===== src/hdl/swr_pkg.sv =====
`default_nettype none
// ----------------------------------------------------------------------------
// swr_pkg
// shared types and constants of the sliding window reorder receiver
// ----------------------------------------------------------------------------
package swr_pkg;

  // fixed field widths
  localparam int SEQ_W      = 16;
  localparam int CNT_W      = 16;
  localparam int CFG_IDX_W  = 2;
  localparam int CFG_DATA_W = 16;

  // depth of the queue between front and back
  localparam int QUEUE_D = 2;
  localparam int QUEUE_A = 1;

  // configuration register indexes
  localparam logic [CFG_IDX_W-1:0] CFG_SEQ_BITS    = 2'd0;
  localparam logic [CFG_IDX_W-1:0] CFG_WINDOW_BITS = 2'd1;
  localparam logic [CFG_IDX_W-1:0] CFG_INIT_EXP    = 2'd2;

  // reset values of the configuration registers
  localparam logic [4:0]       RST_SEQ_BITS    = 5'd8;
  localparam logic [2:0]       RST_WINDOW_BITS = 3'd2;
  localparam logic [SEQ_W-1:0] RST_INIT_EXP    = '0;

  localparam logic [CNT_W-1:0] DROP_MAX = '1;

  // classified beat handed from front to back
  typedef struct packed {
    logic [SEQ_W-1:0] seq;
    logic             invalid;
  } swr_item_t;

  // one result beat
  typedef struct packed {
    logic             delivered_valid;
    logic [SEQ_W-1:0] delivered_seq;
    logic             last_result;
    logic             dropped;
    logic             invalid_packet;
    logic [CNT_W-1:0] drop_total;
    logic [SEQ_W-1:0] next_expected;
  } swr_result_t;

  typedef enum logic {
    ST_IDLE,
    ST_DRAIN
  } swr_state_t;

endpackage : swr_pkg
`default_nettype wire


===== src/hdl/sliding_window_reorder_receiver.sv =====
`default_nettype none
// ----------------------------------------------------------------------------
// sliding_window_reorder_receiver
// selective repeat receive side: holds out-of-order packets, delivers in order
// ----------------------------------------------------------------------------
// usage
//   in_*  : one packet sequence number per beat (valid/ready)
//   out_* : result beats (valid/ready); each input beat yields one status beat
//           or one beat per in-order delivery, the final one has last_result
//   cfg_* : register write port; a write to a known index is registered and,
//           through a registered reload, restarts the window (expected number
//           reloaded, bitmap cleared); the drop counter is kept
// path
//   input register, then a two-entry queue, then a classify step in the
//   back end, then the result register; a beat beyond the sequence space
//   skips the classify step
// throughput
//   the back end takes one item at a time: it classifies the item, then
//   emits its result beats, and takes no new item until the last one; the
//   bitmap drain of one delivery per cycle while out_ready is high sets
//   the pace
// reset
//   registers return to 8 sequence bits, window of 4, expected number 0;
//   bitmap and drop counter clear
// stalls
//   out_ready low stalls result beats, though one more item may be classified;
//   the queue and input register keep taking beats until they fill
// ----------------------------------------------------------------------------
module sliding_window_reorder_receiver import swr_pkg::*; #(
  parameter int MAX_SEQ_BITS = 16,
  parameter int MAX_WINDOW   = 64
) (
  input  wire logic                  clk,
  input  wire logic                  rst_n,
  // configuration
  input  wire logic                  cfg_we,
  input  wire logic [CFG_IDX_W-1:0]  cfg_index,
  input  wire logic [CFG_DATA_W-1:0] cfg_data,
  // input beats
  input  wire logic                  in_valid,
  output logic                       in_ready,
  input  wire logic [SEQ_W-1:0]      in_sequence_number,
  // result beats
  output logic                       out_valid,
  input  wire logic                  out_ready,
  output logic                       out_delivered_valid,
  output logic [SEQ_W-1:0]           out_delivered_seq,
  output logic                       out_last_result,
  output logic                       out_dropped,
  output logic                       out_invalid_packet,
  output logic [CNT_W-1:0]           out_drop_total,
  output logic [SEQ_W-1:0]           out_next_expected
);

  // internal sequence width covers both the field and the largest modulus
  localparam int SW_W   = (MAX_SEQ_BITS > SEQ_W) ? MAX_SEQ_BITS : SEQ_W;
  // largest window exponent whose window fits the bitmap
  localparam int WB_MAX = $clog2(MAX_WINDOW + 1) - 1;
  localparam logic [5:0] SB_MAX = 6'(MAX_SEQ_BITS);
  localparam logic [5:0] WB_TOP = 6'(WB_MAX);

  // configuration registers
  logic [4:0]       seq_bits_r;
  logic [2:0]       window_bits_r;
  logic [SEQ_W-1:0] init_exp_r;
  logic             reload_r, reload_nxt;

  logic [5:0]      eff_sb, eff_wb;
  logic [SW_W-1:0] seq_mask, win_lo, init_exp;

  always_comb begin
    reload_nxt = 1'b0;
    if (cfg_we) begin
      unique case (cfg_index)
        CFG_SEQ_BITS, CFG_WINDOW_BITS, CFG_INIT_EXP: reload_nxt = 1'b1;
        default:                                     reload_nxt = 1'b0;
      endcase
    end
  end

  always_ff @(posedge clk) begin
    if (!rst_n) begin
      seq_bits_r    <= RST_SEQ_BITS;
      window_bits_r <= RST_WINDOW_BITS;
      init_exp_r    <= RST_INIT_EXP;
      reload_r      <= 1'b0;
    end else begin
      reload_r <= reload_nxt;
      if (cfg_we) begin
        unique case (cfg_index)
          CFG_SEQ_BITS:    seq_bits_r    <= cfg_data[4:0];
          CFG_WINDOW_BITS: window_bits_r <= cfg_data[2:0];
          CFG_INIT_EXP:    init_exp_r    <= cfg_data;
          default: ;
        endcase
      end
    end
  end

  // effective sequence width and window exponent
  always_comb begin
    eff_sb = {1'b0, seq_bits_r};
    if (eff_sb == 6'd0) begin
      eff_sb = 6'd1;
    end
    if (eff_sb > SB_MAX) begin
      eff_sb = SB_MAX;
    end
    eff_wb = {3'b000, window_bits_r};
    if (eff_wb > eff_sb) begin
      eff_wb = eff_sb;
    end
    if (eff_wb > WB_TOP) begin
      eff_wb = WB_TOP;
    end
    for (int i = 0; i < SW_W; i++) begin
      seq_mask[i] = (6'(i) < eff_sb);
      win_lo[i]   = (6'(i) < eff_wb);
    end
  end

  assign init_exp = SW_W'(init_exp_r) & seq_mask;

  // front to queue to back
  logic        push_valid, push_ready, q_valid, q_pop;
  swr_item_t   push_item, q_item;
  swr_result_t res;

  swr_front #(
    .SW_W (SW_W)
  ) u_front (
    .clk        (clk),
    .rst_n      (rst_n),
    .seq_mask   (seq_mask),
    .in_valid   (in_valid),
    .in_ready   (in_ready),
    .in_seq     (in_sequence_number),
    .push_valid (push_valid),
    .push_ready (push_ready),
    .push_item  (push_item)
  );

  swr_queue u_queue (
    .clk        (clk),
    .rst_n      (rst_n),
    .push_valid (push_valid),
    .push_ready (push_ready),
    .push_item  (push_item),
    .pop_valid  (q_valid),
    .pop        (q_pop),
    .pop_item   (q_item)
  );

  swr_back #(
    .SW_W   (SW_W),
    .WB_MAX (WB_MAX)
  ) u_back (
    .clk       (clk),
    .rst_n     (rst_n),
    .reload    (reload_r),
    .init_exp  (init_exp),
    .seq_mask  (seq_mask),
    .win_lo    (win_lo),
    .q_valid   (q_valid),
    .q_item    (q_item),
    .q_pop     (q_pop),
    .out_ready (out_ready),
    .out_valid (out_valid),
    .out_res   (res)
  );

  assign out_delivered_valid = res.delivered_valid;
  assign out_delivered_seq   = res.delivered_seq;
  assign out_last_result     = res.last_result;
  assign out_dropped         = res.dropped;
  assign out_invalid_packet  = res.invalid_packet;
  assign out_drop_total      = res.drop_total;
  assign out_next_expected   = res.next_expected;

endmodule : sliding_window_reorder_receiver
`default_nettype wire


===== src/hdl/swr_front.sv =====
`default_nettype none
// ----------------------------------------------------------------------------
// swr_front
// input stage: takes a beat, flags numbers beyond the sequence space
// ----------------------------------------------------------------------------
module swr_front import swr_pkg::*; #(
  parameter int SW_W = 16
) (
  input  wire logic            clk,
  input  wire logic            rst_n,
  input  wire logic [SW_W-1:0] seq_mask,
  input  wire logic            in_valid,
  output logic                 in_ready,
  input  wire logic [SEQ_W-1:0] in_seq,
  output logic                 push_valid,
  input  wire logic            push_ready,
  output swr_item_t            push_item
);

  logic      valid_r, valid_nxt;
  swr_item_t item_r, item_nxt;
  logic [SW_W-1:0] seq_ext;

  assign seq_ext = SW_W'(in_seq);

  always_comb begin
    in_ready  = !valid_r || push_ready;
    valid_nxt = valid_r && !push_ready;
    item_nxt  = item_r;
    if (in_valid && in_ready) begin
      valid_nxt        = 1'b1;
      item_nxt.seq     = in_seq;
      // any bit above the modulus makes the number invalid
      item_nxt.invalid = |(seq_ext & ~seq_mask);
    end
  end

  always_ff @(posedge clk) begin
    if (!rst_n) begin
      valid_r <= 1'b0;
    end else begin
      valid_r <= valid_nxt;
    end
  end

  always_ff @(posedge clk) begin
    item_r <= item_nxt;
  end

  assign push_valid = valid_r;
  assign push_item  = item_r;

endmodule : swr_front
`default_nettype wire


===== src/hdl/swr_queue.sv =====
`default_nettype none
// ----------------------------------------------------------------------------
// swr_queue
// short fifo between the front and the back
// ----------------------------------------------------------------------------
module swr_queue import swr_pkg::*; (
  input  wire logic clk,
  input  wire logic rst_n,
  input  wire logic push_valid,
  output logic      push_ready,
  input  swr_item_t push_item,
  output logic      pop_valid,
  input  wire logic pop,
  output swr_item_t pop_item
);

  swr_item_t mem [QUEUE_D];
  logic [QUEUE_A-1:0] wr_ptr_r, rd_ptr_r;
  logic [QUEUE_A:0]   count_r;
  logic do_push, do_pop;

  assign push_ready = (count_r != (QUEUE_A+1)'(QUEUE_D));
  assign pop_valid  = (count_r != '0);
  assign do_push    = push_valid && push_ready;
  assign do_pop     = pop && pop_valid;
  assign pop_item   = mem[rd_ptr_r];

  always_ff @(posedge clk) begin
    if (do_push) begin
      mem[wr_ptr_r] <= push_item;
    end
  end

  always_ff @(posedge clk) begin
    if (!rst_n) begin
      wr_ptr_r <= '0;
      rd_ptr_r <= '0;
      count_r  <= '0;
    end else begin
      if (do_push) begin
        wr_ptr_r <= wr_ptr_r + 1'b1;
      end
      if (do_pop) begin
        rd_ptr_r <= rd_ptr_r + 1'b1;
      end
      case ({do_push, do_pop})
        2'b10:   count_r <= count_r + 1'b1;
        2'b01:   count_r <= count_r - 1'b1;
        default: count_r <= count_r;
      endcase
    end
  end

endmodule : swr_queue
`default_nettype wire


===== src/hdl/swr_back.sv =====
`default_nettype none
// ----------------------------------------------------------------------------
// swr_back
// window check, held bitmap, drop counter and in-order drain
// ----------------------------------------------------------------------------
module swr_back import swr_pkg::*; #(
  parameter int SW_W   = 16,
  parameter int WB_MAX = 6
) (
  input  wire logic            clk,
  input  wire logic            rst_n,
  input  wire logic            reload,
  input  wire logic [SW_W-1:0] init_exp,
  input  wire logic [SW_W-1:0] seq_mask,
  input  wire logic [SW_W-1:0] win_lo,
  input  wire logic            q_valid,
  input  swr_item_t            q_item,
  output logic                 q_pop,
  input  wire logic            out_ready,
  output logic                 out_valid,
  output swr_result_t          out_res
);

  localparam int MAP_D = 1 << WB_MAX;

  swr_state_t        state_r, state_nxt;
  logic [SW_W-1:0]   exp_r, exp_nxt;
  logic [MAP_D-1:0]  map_r, map_nxt;
  logic [CNT_W-1:0]  drop_r, drop_nxt;
  logic              dr_r, dr_nxt;
  logic [WB_MAX:0]   n_r, n_nxt;
  logic              out_valid_r, out_valid_nxt;
  swr_result_t       res_r, res_nxt;

  logic [WB_MAX-1:0] wmask, cur_idx, nxt_idx, in_idx;
  logic [SW_W-1:0]   exp_inc, seq_ext, gap;
  logic              can_emit, in_win, hit, more;

  assign wmask    = win_lo[WB_MAX-1:0];
  assign can_emit = !out_valid_r || out_ready;
  assign cur_idx  = exp_r[WB_MAX-1:0] & wmask;
  assign exp_inc  = (exp_r + 1'b1) & seq_mask;
  assign nxt_idx  = exp_inc[WB_MAX-1:0] & wmask;
  assign hit      = map_r[cur_idx];
  // another delivery follows if the count allows it and the next slot is held
  assign more     = ((n_r + 1'b1) <= {1'b0, wmask}) && map_r[nxt_idx];

  assign seq_ext  = SW_W'(q_item.seq);
  assign gap      = (seq_ext - exp_r) & seq_mask;
  assign in_win   = ~|(gap & ~win_lo);
  assign in_idx   = q_item.seq[WB_MAX-1:0] & wmask;

  always_comb begin
    state_nxt     = state_r;
    exp_nxt       = exp_r;
    map_nxt       = map_r;
    drop_nxt      = drop_r;
    dr_nxt        = dr_r;
    n_nxt         = n_r;
    out_valid_nxt = out_valid_r && !out_ready;
    res_nxt       = res_r;
    q_pop         = 1'b0;

    unique case (state_r)
      ST_IDLE: begin
        if (q_valid) begin
          if (q_item.invalid) begin
            if (can_emit) begin
              q_pop         = 1'b1;
              out_valid_nxt = 1'b1;
              res_nxt       = '{delivered_valid: 1'b0, delivered_seq: '0,
                                last_result: 1'b1, dropped: 1'b0,
                                invalid_packet: 1'b1, drop_total: drop_r,
                                next_expected: exp_r[SEQ_W-1:0]};
            end
          end else begin
            q_pop = 1'b1;
            if (in_win && !map_r[in_idx]) begin
              map_nxt[in_idx] = 1'b1;
              dr_nxt          = 1'b0;
            end else begin
              dr_nxt = 1'b1;
              if (drop_r != DROP_MAX) begin
                drop_nxt = drop_r + 1'b1;
              end
            end
            n_nxt     = '0;
            state_nxt = ST_DRAIN;
          end
        end
      end
      ST_DRAIN: begin
        if (can_emit) begin
          out_valid_nxt = 1'b1;
          if (hit) begin
            map_nxt[cur_idx] = 1'b0;
            exp_nxt          = exp_inc;
            n_nxt            = n_r + 1'b1;
            res_nxt          = '{delivered_valid: 1'b1,
                                 delivered_seq: exp_r[SEQ_W-1:0],
                                 last_result: !more, dropped: dr_r,
                                 invalid_packet: 1'b0, drop_total: drop_r,
                                 next_expected: exp_inc[SEQ_W-1:0]};
            if (!more) begin
              state_nxt = ST_IDLE;
            end
          end else begin
            res_nxt   = '{delivered_valid: 1'b0, delivered_seq: '0,
                          last_result: 1'b1, dropped: dr_r,
                          invalid_packet: 1'b0, drop_total: drop_r,
                          next_expected: exp_r[SEQ_W-1:0]};
            state_nxt = ST_IDLE;
          end
        end
      end
      default: begin
        state_nxt = ST_IDLE;
      end
    endcase

    // register write restarts the window
    if (reload) begin
      exp_nxt = init_exp;
      map_nxt = '0;
    end
  end

  always_ff @(posedge clk) begin
    if (!rst_n) begin
      state_r     <= ST_IDLE;
      exp_r       <= '0;
      map_r       <= '0;
      drop_r      <= '0;
      n_r         <= '0;
      out_valid_r <= 1'b0;
    end else begin
      state_r     <= state_nxt;
      exp_r       <= exp_nxt;
      map_r       <= map_nxt;
      drop_r      <= drop_nxt;
      n_r         <= n_nxt;
      out_valid_r <= out_valid_nxt;
    end
  end

  always_ff @(posedge clk) begin
    dr_r  <= dr_nxt;
    res_r <= res_nxt;
  end

  assign out_valid = out_valid_r;
  assign out_res   = res_r;

endmodule : swr_back
`default_nettype wire


===== config.mk =====
export PLATFORM = sky130hd
export DESIGN_NAME = sliding_window_reorder_receiver
export DESIGN_NICKNAME = d
export VERILOG_FILES = /design/src/hdl/swr_pkg.sv /design/src/hdl/sliding_window_reorder_receiver.sv /design/src/hdl/swr_front.sv /design/src/hdl/swr_queue.sv /design/src/hdl/swr_back.sv
export SDC_FILE = /design/constraint.sdc
export NUM_CORES = 1
export LEC_CHECK = 0
export ABC_AREA = 1
export ABC_CLOCK_PERIOD_IN_PS = 3800
export BUFFER_PORTS_ARGS = -buffer_cell sky130_fd_sc_hd__buf_4
export CAP_MARGIN = 20
export CORE_UTILIZATION = 49
export CTS_CLUSTER_SIZE = 8
export DETAILED_ROUTE_END_ITERATION = 7
export GPL_TIMING_DRIVEN = 0
export PLACE_DENSITY_LB_ADDON = 0.12
export SYNTH_ARGS = -nofsm -noshare
export SYNTH_HDL_FRONTEND = slang
export SYNTH_HIERARCHICAL = 1
export SYNTH_SLANG_ARGS = --single-unit

===== constraint.sdc =====
create_clock -name clk -period 3.8 [get_ports clk]
set_input_delay 0.76 -clock clk [delete_from_list [all_inputs] [get_ports clk]]
set_output_delay 0.76 -clock clk [all_outputs]
set_load 0.03 [all_outputs]

==> run summary <==
## Global routing
- **number of antenna violations at the first check in global routing** 0
- **wire length of the first global-routing pass** 89,400 um
- **vias in the first global route** 15,217
- **fraction of met1 tracks used by global routing** 55.4%
- **overall overflow remaining after global route** 0
- **GRT Overall Usage** 38.2%
- **pin count of the biggest net entering global routing** 34
- **busiest layer in global routing** met2
- **global routing usage on met2** 55.9%
- **met3 Usage GRT** 7.65%

## Power and ir drop
- **worst-case vdd ir drop** 0.000497 V
- **static power due to leakage** 7.75 nW
- **PwrDens** 405 nW/um2

## Drt
- **total detailed-routing wirelength** 62,100 um
- **Routed Antenna Nets** 0
- **First-pass DRT Iterations** 6
- **average wire per standard cell** 22.3 um
- **routed via count** 16,724
- **detailed-route vias per instance** 6.02
- **First DRT Iteration DRCs** 2,574
- **DRC viols** 0

## Worst setup path
- **critical path's most frequent cell** sky130_fd_sc_hd__nand2_2
- **startpoint type of the worst setup path** flop
- **kind of critical path** flop to flop
- **required time reported for the critical path endpoint** 4260 ps
- **delay of the slowest cell on the worst path** 370 ps
- **Crit. End Element** flop
- **Reg-to-Reg End** u_back/map_r[3]
- **CP max-delay cell** sky130_fd_sc_hd__dfxtp_4
- **setup slack, reg-to-reg** -360 ps
- **data arrival time of the worst path** 4610 ps
- **cells on worst reg2reg path** 30
- **crit path max fanout** 7
- **launch point of the worst reg-to-reg path** seq_bits_r[3]

## Min path
- **worst min-delay path endpoint** u_front/push_item[11]
- **worst min path class** input port to flop
- **cell count of the worst hold path** 1
- **hold wc startpoint** in_sequence_number[10]

## Placement
- **number of buffers added on ports** 92
- **HPWL reported at the end of detailed placement** 43,100 um
- **weighted congestion reported at the end of routability-driven placement** 1.03
- **Placed Instance Area** 16,400 um2

## STA
- **clk_skew** 20.6 ps
- **Worst-Margin Slew** 1140 ps
- **count of final max-slew check failures** 0
- **final critical path time including I/O delays and setup** 4160 ps
- **final critical-path share of the clock period** 109%
- **final-report setup violation count** 121
- **Hold Fails Final Rpt** 0
- **final setup margin** -357 ps
- **remaining max-slew budget at the tightest pin** 23.6%
- **RSZ-0062 raised after global routing** true
- **maximum clock frequency** 0.241 GHz

## Synthesis
- **share of async-settable or async-resettable flops after synthesis** 0%
- **cell taking the most area after synthesis** sky130_fd_sc_hd__edfxtp_1
- **sequential element share of the synthesized area** 38.7%
- **simple-gate area share of the yosys netlist** 29.3%
- **leading cell type by number of instances after synthesis** sky130_fd_sc_hd__nand2_1
- **post-synth top area share** 20.7%
- **cell count after synthesis** 2,148
- **synthesis-stage register bit count** 240
- **most common flop cell mapped by yosys** sky130_fd_sc_hd__dfxtp_1
- **dominant cells by area after synthesis** sky130_fd_sc_hd__edfxtp_1, sky130_fd_sc_hd__dfxtp_1, sky130_fd_sc_hd__nand2_1
- **Compound-Gate Fraction of Synth Area** 16.4%
- **Synth warnings** 6
- **main combinational cell family by area after synthesis** simple AND/OR/NAND/NOR gates
- **top cells by count, synth** sky130_fd_sc_hd__nand2_1, sky130_fd_sc_hd__inv_1, sky130_fd_sc_hd__nand3_1, sky130_fd_sc_hd__nor2_1, sky130_fd_sc_hd__o21ai_0
- **Cell Area, Synth** 15,100 um2
- **mux contribution to synthesized area** 1.52%
- **adder and majority cell fraction of the synthesized area** 2.45%
- **Mean Syn Cell Area** 7.03 um2
- **fraction of synthesized cell area in xor and xnor cells** 1.16%
- **Unique masters post-synth** 48
- **Post-synth EDFFs** 104

## Clock network
- **total number of clock tree sinks** 240
- **H-tree level count** 2
- **TritonCTS buffer count** 36
- **clock latency reported for the late side of the worst-skew pair** 530 ps
- **clock input transition at the sequential cells of the worst setup and hold paths** 50 ps
- **number of hold-repair buffers added at the cts stage** 0
- **Bufs on Longest Clock Path** 3
- **clock tree from TritonCTS** yes
- **Clk Tree Root Cell** sky130_fd_sc_hd__clkbuf_16

## Floorplanning
- **Die W** 178 um
- **overall die area** 31,500 um2
- **number of primary I/O pins** 93
- **Cell Rows** 63
- **Std-Cell Core Area** 30,000 um2
- **Initial Utilization** 50.4%
- **die height** 178 um

## Finish
- **Final Net Count** 2,433
- **Core Util, Final** 65.8%
- **post-route cell area** 19,700 um2
- **area growth from synthesis to layout** 30.4%
- **fraction of layout instances using a drive strength above 1** 22.4%
- **count of inserted antenna diode cells** 0
- **final-layout fill cell count** 2,575

## Run status
- **violated checks** setup timing
- **run status** finished, violations left

## Flow run
- **maxcap violations** 0

==> power breakdown <==
part	total (mW)	switching (mW)	leakage (nW)	internal (mW)
registers	2.91	0.0594	2.08	2.85
clock network	3.08	1.18	0.522	1.90
logic	1.98	1.30	5.15	0.681
==> layer usage <==
layer,wire length [um],up-vias
li1,-,7591
met1,26600,7843
met2,25400,1090
met3,7540,200
met4,2510,0
met5,0,-
==> area by class of cell <==
| cell class | count | area (um2) | share of cell area, % |
|---|---|---|---|
| multi-input combinational | 1552 | 8820 | 44.8 |
| sequential | 240 | 5850 | 29.7 |
| timing repair buffer | 170 | 1600 | 8.11 |
| inverter | 276 | 1060 | 5.39 |
| clock buffer | 60 | 1020 | 5.19 |
| buffer | 89 | 783 | 3.98 |
| tap | 390 | 488 | 2.48 |
| clock inverter | 3 | 76.3 | 0.387 |
==> sequential cells by signal, summed over array words and instances, names as in the netlist, 2 cells and up, named ones only <==
name               flops
u_front/push_item     17
u_back/drop_r         16
window_bits_r          3
u_queue/count_r        2
u_back/map_r          64
u_back/n_r             7
u_back/exp_r          16
seq_bits_r             5
u_back/out_res        52
init_exp_r            16
u_queue/mem           34
==> critical path: cells and delay by family, from the launching register on <==
family	cells	cell delay, ps
buffers and inverters	5	870
adder cells (fa/ha/maj)	1	260
flip-flops	1	370
AO/OA/AOI/OAI	2	350
AND/OR/NAND/NOR	22	2210
==> per-stage QoR <==
| step | worst slack [ps] | instances | TNS [ps] | hold WS, ps | power (mW) |
|---|---|---|---|---|---|
| 5_1_grt | -458 | 2780 | -42790 | 417 | 8.22 |
| 4_1_cts | -147 | 2757 | -9110 | 420 | 7.82 |
| 2_1_floorplan | 405 | 2159 | 0 | 421 | 3.94 |
| 6_report | -357 | 2780 | -27920 | 431 | 7.97 |
| 3_5_place_dp | -1080 | 2646 | -109740 | 431 | 4.50 |
| 3_3_place_gp | -1050 | 2641 | -102620 | 422 | 4.47 |
==> how the worst max path moves through the flow <==
stage,startpoint,end,slack (ps),depth (start not counted)
after detailed placement,seq_bits_r[1],u_back/drop_r[15],-1080,26
final,seq_bits_r[3],u_back/map_r[3],-360,30
after CTS,seq_bits_r[2],u_back/map_r[1],-150,31
after global routing,seq_bits_r[3],u_back/drop_r[15],-460,29
after floorplan,seq_bits_r[2],u_back/n_r[6],400,30
after global placement,seq_bits_r[1],u_back/map_r[30],-1050,29
==> kinds of logic (layout without fill, tap and decap cells) <==
| logic type | Yosys count | count (layout) |
|---|---|---|
| other | 2 | 13 |
| AOI/OAI and AO/OA | 459 | 459 |
| and+or+nand+nor | 1014 | 1014 |
| xor gates and xnor gates | 20 | 20 |
| DFF | 240 | 240 |
| muxes | 17 | 17 |
| adders and majority gates | 29 | 29 |
| buffers and inverters | 367 | 598 |
==> cells in the final DEF, fill, tap and decap left out, drive strengths merged <==
cell      count
buf         211
a21boi        5
nor3b         6
a21o          1
conb         13
nand2       498
nor2        218
nand3       217
a21oi       178
xnor2         6
o211ai       59
nor4          5
clkinv        3
dfxtp       136
inv         273
bufinv        1
o21ai       211
a211oi        2
xor2         14
a31oi         1
nor3         44
clkbuf      108
edfxtp      104
or2           1
mux2         17
clkinvlp      2
nand4        15
and2          1
fa            1
o21a          2
nand3b        9
ha           28
==> timing repair <==
action                     in CTS  in global routing
gates cloned                    5                  7
pin swaps                      48                 86
setup endpoints to repair     133                139
resized for setup             203                180
buffers inserted               44                 18
No activity file was read; power rests on OpenSTA's default activity.
